File: src/hdl/lpf_pkg.sv
// Shared types and constants for the length-prefixed packet FIFO framer.
package lpf_pkg;

  localparam int BYTE_W = 8;
  localparam int PIU_W = 5;
  localparam logic [PIU_W-1:0] PIU_RESET = 5'd16;

  // Push status codes.
  localparam logic [1:0] ST_BYTE_TAKEN = 2'd0;
  localparam logic [1:0] ST_QUEUED     = 2'd1;
  localparam logic [1:0] ST_DROP_FULL  = 2'd2;
  localparam logic [1:0] ST_DROP_SIZE  = 2'd3;

  // Item modes.
  localparam logic MODE_PUSH = 1'b0;
  localparam logic MODE_READ = 1'b1;

  typedef enum logic [1:0] {
    S_IDLE,
    S_EXEC,
    S_FETCH
  } state_t;

  typedef struct packed {
    logic capture;
    logic do_push;
    logic read_issue;
    logic read_finish;
    logic read_empty;
  } ctrl_cmd_t;

  typedef struct packed {
    logic is_read;
    logic read_ready;
  } dp_status_t;

endpackage

File: src/hdl/lpf_ctrl.sv
// Controller state machine that sequences push and read transactions.
module lpf_ctrl (
  input  logic                  clk,
  input  logic                  rst,
  input  logic                  start,
  input  lpf_pkg::dp_status_t   status,
  output lpf_pkg::ctrl_cmd_t    cmd,
  output logic                  busy
);

  lpf_pkg::state_t state, state_next;

  always_ff @(posedge clk) begin
    if (rst) begin
      state <= lpf_pkg::S_IDLE;
    end else begin
      state <= state_next;
    end
  end

  always_comb begin
    state_next = state;
    cmd = '0;
    busy = 1'b1;
    case (state)
      lpf_pkg::S_IDLE: begin
        busy = 1'b0;
        if (start) begin
          cmd.capture = 1'b1;
          state_next = lpf_pkg::S_EXEC;
        end
      end
      lpf_pkg::S_EXEC: begin
        if (!status.is_read) begin
          cmd.do_push = 1'b1;
          state_next = lpf_pkg::S_IDLE;
        end else if (status.read_ready) begin
          cmd.read_issue = 1'b1;
          state_next = lpf_pkg::S_FETCH;
        end else begin
          cmd.read_empty = 1'b1;
          state_next = lpf_pkg::S_IDLE;
        end
      end
      lpf_pkg::S_FETCH: begin
        cmd.read_finish = 1'b1;
        state_next = lpf_pkg::S_IDLE;
      end
      default: begin
        state_next = lpf_pkg::S_IDLE;
      end
    endcase
  end

endmodule

File: config.mk
export PLATFORM = sky130hd
export DESIGN_NAME = lpf_ctrl
export DESIGN_NICKNAME = d
export VERILOG_FILES = /design/src/hdl/lpf_pkg.sv /design/src/hdl/lpf_ctrl.sv
export SDC_FILE = /design/constraint.sdc
export NUM_CORES = 1
export LEC_CHECK = 0
export CELL_PAD_IN_SITES_DETAIL_PLACEMENT = 2
export CELL_PAD_IN_SITES_GLOBAL_PLACEMENT = 2
export CORE_AREA = 2 2 39 41
export CTS_CLUSTER_DIAMETER = 200
export CTS_CLUSTER_SIZE = 8
export DETAILED_ROUTE_END_ITERATION = 16
export DIE_AREA = 0 0 41 43
export DONT_BUFFER_PORTS = 1
export PLACE_DENSITY_LB_ADDON = 0.1
export SYNTH_ARGS = -nofsm -noshare
export SYNTH_HDL_FRONTEND = slang
export SYNTH_SLANG_ARGS = --single-unit
File: constraint.sdc
create_clock -name clk -period 1.1 [get_ports clk]
set_input_delay 0.055 -clock clk [delete_from_list [all_inputs] [get_ports clk]]
set_output_delay 0.055 -clock clk [all_outputs]
set_load 0.05 [all_outputs]
== After elaboration in Yosys (flattened, before gate mapping) ==
Cells that the tools add are included.

* Flip-flop bits (word level): 2
* Bits of input ports: 5
* Word-level logic and storage cells: 20

* Mux-type cells: 15
* Eq/ne operators: 3
* Reduce and logical (&&, ||, !) cells: 1

{| class="wikitable"
|+ Operator list
! kind !! count
|-
| 1-bit two-way mux || 10
|-
| 2-bit two-way mux || 4
|-
| 2-bit case mux with 2 select lines || 1
|-
| 2-bit by 1-bit equality test with 1-bit output (second input constant) || 1
|-
| 2-bit equality test (second input constant) || 1
|-
| 2-bit logical NOT || 1
|-
| 2-bit inequality test (second input constant) || 1
|}

== Depth between registers and ports, before layout ==
Gate-level depths: netlist (run 1).

* Word-level depth: 3
* Depth in mapped cells: 2
* Depth with buffers taken out: 2

== Worst setup path before layout (run 1) ==
No wires, ideal clock.

* Path kind: register -> output
* Start point: reg state[1]
* End point: out cmd[0] (netlist bit)
* Buffers on the path: 0
* Arrival time: 1.877 ns
* Stages on the path, launching flop included: 2
* Required time: 1.045 ns
* Setup slack: -0.832 ns
* Cell sequence: dfxtp_1 nor4bb_1

{| class="wikitable"
|+ RTL lines
! item !! line !! source
|-
| start, declared || lpf_ctrl.sv:11 || <nowiki>lpf_pkg::state_t state, state_next;</nowiki>
|-
| start signal, assigned || lpf_ctrl.sv:15 || <nowiki>state <= lpf_pkg::S_IDLE;</nowiki>
|-
| start signal, assigned || lpf_ctrl.sv:17 || <nowiki>state <= state_next;</nowiki>
|-
| end, declared || lpf_ctrl.sv:7 || <nowiki>output lpf_pkg::ctrl_cmd_t cmd,</nowiki>
|}

==> metrics.csv, run 1 <==
stage,metric,value,unit
outcome,status,"complete, but fails checks",
outcome,failed_checks,negative setup slack,
setup_path,start_kind,register,
global_routing,grt_pass1_vias,127,
layout,nets,27,
min_path,worst_hold_path.num_cells,2,
setup_path,cp_slowest_cell,dfxtp_2,
synth,synth.net_count,16,
floorplanning,start_util,8.77,%
setup_path,cp.arrival,1070,ps
layout,layout-drive-gt1-share,80.0,%
clock_network,cts_tree,done,
sta,fin_ws,-25.8,ps
sta,fmax,888,MHz
power_and_ir_drop,leakage,0.104,nW
setup_path,crit_chain,"nor4bb_2, buf_4",
route,drc,0,
floorplanning,row_count,14,
placement,place_congestion,0.513,
synth,ys_warn_count,0,
synth,syn_inst,11,
layout,top_regs,state x2,
setup_path,startpoint,state[1],
sta,tns,-25.8,ps
floorplanning,die-area,0.00176,mm2
setup_path,crit_fanout,6,
synth,syn_area,121,um2
sta,worst_slew_pin_slew,264,ps
sta,drv_slew,0,
floorplanning,die_y,43,um
sta,fin_crit_sh,102,%
floorplanning,die_x,41,um
setup_path,crit_type,reg2out,
run,cap_violations,0,
layout,largest_register_ff_count,2,
clock_network,clk_pin_slew,30,ps
sta,relSlewSlack,82.5,%
layout,syn_to_final_growth,96.9,%
power_and_ir_drop,power_density,1310,mW/mm2
clock_network,clk_latency,220,ps
sta,rsz0062_at_grt,true,
route,drt_iter0_markers,1,
layout,utilization,17.3,%
route,postRouteAntennaNets,0,
setup_path,cpPeakStageDelay,350,ps
setup_path,crit_required,1040,ps
synth,ys_seq_elements,2,
setup_path,ff2ff_setup_slack,120,ps
floorplanning,coreArea,0.00138,mm2
power_and_ir_drop,vdd_ir_drop_max,0.246,mV
synth,synth_seq_area_share,33.0,%
min_path,min_path_type,in2reg,
sta,setup_violations,1,
route,drtPass1Iterations,3,
layout,largest-register,state,
sta,whs,127,ps
layout,final_common_cell,buf_4,
route,vias,120,
global_routing,grt_pass1_wl,489,um
sta,fin_skew,0.796,ps
clock_network,cts_root_buf,clkbuf_4,
setup_path,endpoint,cmd[0],
route,wl_per_cell,9.25,um
setup_path,reg2reg_from,state[1],
setup_path,end_kind,primary output,
layout,final_cell_mix,"4 x buf_4, 3 x clkbuf_4, 2 x buf_6, 2 x dfxtp_2",
sta,period_needed,1130,ps
global_routing,grt_max_degree,7,
global_routing,overflow,0,
setup_path,rr_endpoint,state[1],
global_routing,grt.total_usage,4.71,%
setup_path,r2r_cells,3,
synth,synth_area_per_cell,11.0,um2
global_routing,antenna_found_initial,0,
placement,portBuffers,0,
clock_network,htree_levels,1,
synth,synth_cell_types,10,
floorplanning,ioPinCount,11,
route,routed_wl,333,um
route,vias_per_cell,3.33,
layout,antennaDiodeCount,0,
clock_network,clk_path_buf_depth,2,
sta,hold_viol,0,
clock_network,clock-sinks,2,
clock_network,cts_buffers,3,
[cell usage after synthesis, drive strengths merged]
master  n  share of area (%)
dfxtp   2                 33
nor2b   2                 16
nor3b   2                 16
and2b   1                6.2
and4b   1                8.2
buf     1                6.2
nor4bb  1                8.2
or2     1                5.2
[logic make-up (layout without fill, tap and decap cells)]
group / after synthesis / after routing / share of synthesized area, %
DFF: 2 / 2 / 33.0
buffers and inverters: 1 / 10 / 6.19
and+or+nand+nor: 8 / 8 / 60.8
[metrics by stage]
stage | power (mW) | std cells | setup WS (ps) | instance area (um2)
3_5_place_dp | 0.142 | 31 | 140 | 190
5_1_grt | 0.331 | 36 | -84.0 | 239
6_report | 0.312 | 36 | -25.8 | 239
3_3_place_gp | 0.142 | 31 | 149 | 190
2_1_floorplan | 0.131 | 11 | -329 | 140
4_1_cts | 0.322 | 36 | -56.2 | 235
[report_power, final]
group	leakage [nW]	total, mW	internal (mW)	switching (mW)
registers	0.0172	0.0812	0.0765	0.00466
clock network	0.0138	0.163	0.120	0.0428
logic	0.0734	0.0681	0.0270	0.0410
[worst max-delay path: cells and delay by family (launching register included)]
kind                   cells  cell delay, ps
buffers and inverters      1             240
DFF                        1             350
and+or+nand+nor            1             260
[worst min path at each step]
stage               end  start
3_5_place_dp   state[1]    rst
5_1_grt        state[0]  start
4_1_cts        state[0]  start
2_1_floorplan  state[1]    rst
6_report       state[0]  start
3_3_place_gp   state[1]    rst
[final cells by class]
class | count | area, um2
fillers | 165 | 1140
flip-flops and latches | 2 | 42.5
clock buffers | 3 | 22.5
multi-input cells | 8 | 91.3
well taps | 16 | 20.0
repair buffers | 7 | 62.6
[layer usage]
metal | track usage (%) | vias to the layer above | wire, um
met3 | 2.62 | 2 | 66
li1 | - | 56 | -
met1 | 3.83 | 54 | 91
met5 | 0 | - | 0
met4 | 8.00 | 0 | 14
met2 | 5.63 | 8 | 160
[timing repair]
item | in CTS | in global routing
gates resized for setup | 2 | 1
hold endpoints to repair | 2 | 0
cloned | 0 | 0
endpoints found under the setup margin | 4 | 3
pin swaps | 1 | 0
setup buffers | 1 | 0
hold buffers | 1 | 0
(Power assumes the default switching activity.)
==> run 2: changes to the inputs <==
==> constraint.sdc (replaced) <==
create_clock -name clk -period 0.95 [get_ports clk]
set_input_delay 0.095 -clock clk [delete_from_list [all_inputs] [get_ports clk]]
set_output_delay 0.095 -clock clk [all_outputs]
set_load 0.05 [all_outputs]
==> run 2 against run 1 <==
  * The flow still finishes with violations (negative setup slack)
  * Via count grew 6.7%
  * Sequential share of layout area shrank 3.2 points
  * Core utilization grew 6.2 points
  * Die area is the same
  * Cell area grew 36%
  * Count of clock-buffer cells in the layout grew 1
  * Clock skew grew 4.5 ps
  * Final cell count grew 8.3%
  * Clock power grew 30%
  * Global-route usage grew 1.3 points
  * Critical path depth grew 1
  * Setup slack lost 200 ps
  * Highest routed layer is now met3
==> metrics.csv, run 2 (synthesis results as in run 1) <==
stage,metric,value,unit,change
placement,dpl_cell_area,254,um2,was 190 um2
floorplanning,row_count,14,,unchanged
floorplanning,start_util,8.77,%,unchanged
route,drtPass1Iterations,1,,was 3
setup_path,end_kind,primary output,,unchanged
power_and_ir_drop,vdd_ir_drop_max,0.509,mV,was 0.246 mV
global_routing,grt_max_degree,7,,unchanged
sta,fin_ws,-225,ps,was -25.8 ps
sta,relSlewSlack,82.4,%,was 82.5%
global_routing,overflow,0,,unchanged
route,postRouteAntennaNets,0,,unchanged
layout,final_common_cell,buf_6,,was buf_4
global_routing,grt.total_usage,6.01,%,was 4.71%
global_routing,grt_pass1_wl,648,um,was 489 um
floorplanning,die_x,41,um,unchanged
outcome,failed_checks,negative setup slack,,unchanged
clock_network,cts_tree,done,,unchanged
global_routing,grt_util_met3,4.19,%,was 2.62%
power_and_ir_drop,p_total,402,uW,was 312 uW
sta,hold_viol,0,,unchanged
route,vias,128,,was 120
layout,nets,29,,was 27
layout,antennaDiodeCount,0,,unchanged
layout,top_regs,state x2,,unchanged
layout,largest-register,state,,unchanged
setup_path,cp.arrival,1080,ps,was 1070 ps
global_routing,busiest_layer,met2,,was met4
floorplanning,die-area,0.00176,mm2,unchanged
sta,setup_violations,7,,was 1
sta,worst_slew_pin_slew,264,ps,about the same
floorplanning,ioPinCount,11,,unchanged
setup_path,start_kind,register,,unchanged
floorplanning,coreArea,0.00138,mm2,unchanged
route,vias_per_cell,3.28,,was 3.33
layout,final_area,325,um2,was 239 um2
setup_path,crit_type,reg2out,,unchanged
floorplanning,die_y,43,um,unchanged
route,drc,0,,unchanged
clock_network,clk_pin_slew,30,ps,about the same
clock_network,clock-sinks,2,,unchanged
power_and_ir_drop,leakage,0.128,nW,was 0.104 nW
sta,fin_crit_sh,124,%,
clock_network,cts_root_buf,clkbuf_4,,unchanged
setup_path,crit_required,850,ps,was 1040 ps
layout,layout-drive-gt1-share,78.3,%,was 80.0%
min_path,min_path_type,in2reg,,unchanged
placement,portBuffers,0,,unchanged
run,cap_violations,0,,unchanged
placement,place_hpwl,297,um,
clock_network,cts_buffers,3,,unchanged
power_and_ir_drop,power_density,1240,mW/mm2,was 1310 mW/mm2
outcome,status,"complete, but fails checks",,unchanged
global_routing,use_met1,5.11,%,was 3.83%
sta,fmax,851,MHz,
global_routing,grt_pass1_vias,137,,was 127
placement,place_congestion,0.504,,was 0.513
sta,fin_skew,5.33,ps,was 0.796 ps
sta,period_needed,1180,ps,
layout,final_cell_mix,"4 x buf_6, 3 x clkbuf_4, 3 x buf_12",,"was 4 x buf_4, 3 x clkbuf_4, 2 x buf_6, 2 x dfxtp_2"
clock_network,htree_levels,1,,unchanged
global_routing,use_met2,8.44,%,was 5.63%
clock_network,clk_latency,230,ps,was 220 ps
setup_path,crit_fanout,5,,was 6
route,routed_wl,388,um,was 333 um
route,drt_iter0_markers,0,,was 1
global_routing,antenna_found_initial,0,,unchanged
clock_network,clk_path_buf_depth,2,,unchanged
sta,drv_slew,0,,unchanged
layout,fill_cells,157,,was 165
route,wl_per_cell,9.95,um,was 9.25 um
sta,rsz0062_at_grt,true,,unchanged
layout,largest_register_ff_count,2,,unchanged
layout,syn_to_final_growth,168,%,was 96.9%
-- run 2: worst paths after layout --
| check | startpoint | to | slack (ps) | cells after the start |
|---|---|---|---|---|
| worst min-delay path | start | state[0] | 160 | 2 |
| worst min register to register | state[0] | state[0] | 580 | 2 |
| worst max register to register | state[1] | state[1] | -10 | 3 |
| worst max-delay path | state[1] | cmd[3] | -230 | 3 |
-- run 2: metrics by stage --
stage	setup slack, ps	hold slack (ps)	utilization [%]	cells	TNS [ps]
2_1_floorplan	-162	152	-	11	-321
3_3_place_gp	-7.94	153	18.4	32	-10.2
3_5_place_dp	-27.3	153	18.4	32	-27.3
4_1_cts	-270	150	23.2	39	-1300
5_1_grt	-273	159	23.5	39	-1390
6_report	-225	158	23.5	39	-1160
-- run 2: critical path, stage by stage, from the launching register on --
cell and delay, ps:
dfxtp_4 360, buf_6 120, nor3b_4 210, buf_12 160
-- run 2: routing by layer --
layer | share of wire (%) | wire length, um
met1 | 34 | 133
met2 | 52 | 202
met3 | 13 | 52
met4 | 0 | 0
met5 | 0 | 0
-- run 2: area by class of cell --
cell class / instances / area, um2 / area share (%)
timing repair buffer: 9 / 123 / 37.7
tap: 16 / 20.0 / 6.15
multi-input combinational: 8 / 109 / 33.5
sequential: 2 / 47.5 / 14.6
clock buffer: 4 / 26.3 / 8.08
-- run 2: power breakdown --
part / leakage, nW / internal (mW) / switching [mW] / total [mW]
clock: 0.0150 / 0.157 / 0.0558 / 0.212
combinational: 0.0954 / 0.0486 / 0.0504 / 0.0990
sequential: 0.0178 / 0.0846 / 0.00652 / 0.0911
-- run 2: what timing repair did --
item	4_1_cts	5_1_grt
gates resized for setup	5	1
endpoints found under the setup margin	6	7
cloned	0	0
buffers inserted	2	1
hold buffers	1	0
pin swaps	2	2
hold endpoints to repair	2	0
==> run 3: changes to the inputs <==
--- a/config.mk
+++ b/config.mk
@@ -14,6 +14,7 @@
 export DIE_AREA = 0 0 41 43
 export DONT_BUFFER_PORTS = 1
 export PLACE_DENSITY_LB_ADDON = 0.1
+export REMOVE_ABC_BUFFERS = 1
 export SYNTH_ARGS = -nofsm -noshare
 export SYNTH_HDL_FRONTEND = slang
 export SYNTH_SLANG_ARGS = --single-unit
==> run 3 against run 2 <==
  * The flow still finishes with violations (negative setup slack)
  * Core utilization shrank 4.4 points
  * Setup slack gained 21 ps
  * Register-to-register slack lost 40 ps
  * Critical path depth shrank 1
  * Fmax grew 1.9%
  * Wire length grew 2.1%
  * Sequential share of layout area grew 2.4 points
  * Clock power shrank 9.9%
  * Critical path type unchanged
  * Largest power group unchanged
  * Highest routed layer is now met4
==> metrics.csv, run 3 (synthesis results as in run 1) <==
stage,metric,value,unit,change
power_and_ir_drop,vdd_ir_drop_max,0.310,mV,was 0.509 mV
sta,fin_crit_sh,121,%,was 124%
route,drt_iter0_markers,0,,unchanged
min_path,min_path_type,in2reg,,unchanged
sta,fmax,867,MHz,was 851 MHz
placement,portBuffers,0,,unchanged
floorplanning,die_y,43,um,unchanged
outcome,status,"complete, but fails checks",,unchanged
sta,relSlewSlack,82.7,%,was 82.4%
sta,worst_slew_pin_slew,262,ps,was 264 ps
setup_path,rr_endpoint,state[1],,unchanged
sta,fin_skew,0.0931,ps,was 5.33 ps
layout,largest-register,state,,unchanged
setup_path,crit_fanout,6,,was 5
placement,place_congestion,0.548,,was 0.504
setup_path,crit_type,reg2out,,unchanged
layout,layout-drive-gt1-share,85.7,%,was 78.3%
layout,fill_cells,157,,unchanged
layout,seq_area,45.0,um2,was 47.5 um2
floorplanning,ioPinCount,11,,unchanged
min_path,min_to,state[0],,unchanged
floorplanning,start_util,8.77,%,unchanged
clock_network,clk_path_buf_depth,2,,unchanged
sta,fin_ws,-204,ps,was -225 ps
global_routing,antenna_found_initial,0,,unchanged
layout,syn_to_final_growth,118,%,was 168%
layout,instances_no_fill,37,,was 39
sta,setup_violations,7,,unchanged
layout,antennaDiodeCount,0,,unchanged
layout,largest_register_ff_count,2,,unchanged
global_routing,overflow,0,,unchanged
power_and_ir_drop,power_density,1380,mW/mm2,was 1240 mW/mm2
layout,top_regs,state x2,,unchanged
placement,place_hpwl,309,um,was 297 um
sta,tns,-1020,ps,was -1160 ps
layout,final_cell_mix,"3 x clkbuf_4, 3 x buf_4, 2 x nor3b_2, 2 x buf_6",,"was 4 x buf_6, 3 x clkbuf_4, 3 x buf_12"
outcome,failed_checks,negative setup slack,,unchanged
global_routing,use_met1,4.15,%,was 5.11%
route,vias_per_cell,3.38,,was 3.28
route,drc,0,,unchanged
global_routing,grt_pass1_vias,147,,was 137
sta,period_needed,1150,ps,was 1180 ps
floorplanning,die-area,0.00176,mm2,unchanged
sta,drv_slew,0,,unchanged
sta,hold_viol,0,,unchanged
sta,rsz0062_at_grt,true,,unchanged
floorplanning,die_x,41,um,unchanged
setup_path,crit_required,850,ps,about the same
min_path,hp-start,start,,unchanged
setup_path,ff2ff_setup_slack,-50,ps,was -10 ps
global_routing,use_met2,7.50,%,was 8.44%
layout,nets,28,,was 29
setup_path,r2r_cells,3,,unchanged
setup_path,start_kind,register,,unchanged
setup_path,reg2reg_from,state[1],,unchanged
run,cap_violations,0,,unchanged
clock_network,cts_buffers,3,,unchanged
setup_path,end_kind,primary output,,unchanged
placement,place_inst,32,,unchanged
route,wl_per_cell,10.7,um,was 9.95 um
clock_network,htree_levels,1,,unchanged
clock_network,clk_pin_slew,30,ps,about the same
route,routed_wl,396,um,was 388 um
global_routing,grt_max_degree,7,,unchanged
route,postRouteAntennaNets,0,,unchanged
floorplanning,coreArea,0.00138,mm2,unchanged
clock_network,cts_tree,done,,unchanged
global_routing,grt.total_usage,5.51,%,was 6.01%
floorplanning,row_count,14,,unchanged
route,drtPass1Iterations,1,,unchanged
global_routing,grt_util_met3,1.57,%,was 4.19%
min_path,worst_hold_path.num_cells,2,,unchanged
power_and_ir_drop,leakage,0.113,nW,was 0.128 nW
setup_path,cp.arrival,1060,ps,was 1080 ps
layout,multi_input_area,86.3,um2,was 109 um2
global_routing,busiest_layer,met4,,was met2
clock_network,clk_latency,230,ps,about the same
clock_network,cts_root_buf,clkbuf_4,,unchanged
global_routing,grt_pass1_wl,538,um,was 648 um
route,vias,125,,was 128
clock_network,clock-sinks,2,,unchanged
## run 3: changes by cell type in the layout (fill, tap and decap cells not counted), moves of 2 or more
cell,change
buf_12,-2
buf_6,-2
buf_4,+2
nor3b_2,+2
nor3b_4,-2
## run 3: where the power goes
group / switching [mW] / total, mW / internal, mW
logic: 0.0487 / 0.0820 / 0.0333
clock network: 0.0517 / 0.191 / 0.140
registers: 0.00494 / 0.0920 / 0.0871
## run 3: timing repair
| item | 4_1_cts | 5_1_grt |
|---|---|---|
| setup buffers | 0 | 1 |
| pin swaps | 2 | 0 |
| endpoints found under the hold margin | 2 | 0 |
| cloned | 0 | 0 |
| endpoints found under the setup margin | 6 | 6 |
| hold buffers | 1 | 0 |
| gates resized for setup | 8 | 0 |
## run 3: final cells by class
| cell class | count | share of cell area (%) |
|---|---|---|
| Clock buffer | 3 | 8.53 |
| Multi-Input combinational cell | 8 | 32.7 |
| Sequential cell | 2 | 17.1 |
| Timing Repair Buffer | 8 | 34.1 |
| Tap cell | 16 | 7.58 |
## run 3: worst max-delay path by stage
| stage | depth (start not counted) | end | startpoint | slack [ps] |
|---|---|---|---|---|
| final | 2 | cmd[0] | state[1] | -200 |
| after global routing | 3 | cmd[3] | state[1] | -240 |
| after CTS | 3 | cmd[3] | state[1] | -230 |
| after detailed placement | 2 | cmd[2] | state[0] | -70 |
| after global placement | 3 | cmd[3] | state[1] | -20 |
| after floorplan | 1 | cmd[0] | state[1] | -1020 |
## run 3: critical path: stages, from the launching register on
cell and delay, ps:
dfxtp_2 340, nor4bb_2 260, buf_4 240
## run 3: metrics by stage
stage	utilization (%)	total power, mW	cell area, um2	hold WS [ps]	worst slack [ps]
floorplan	-	0.145	114	159	-1020
finish	19.1	0.365	264	178	-204
detailed placement	14.6	0.165	203	164	-67.4
CTS	18.5	0.379	256	173	-233
global route	19.1	0.383	264	180	-239
global placement	14.6	0.163	203	160	-16.4
## run 3: layer usage
metal	up-vias	routed length, um
met1	56	106
met2	9	223
met3	2	48
met5	-	0
li1	58	-
met4	0	19
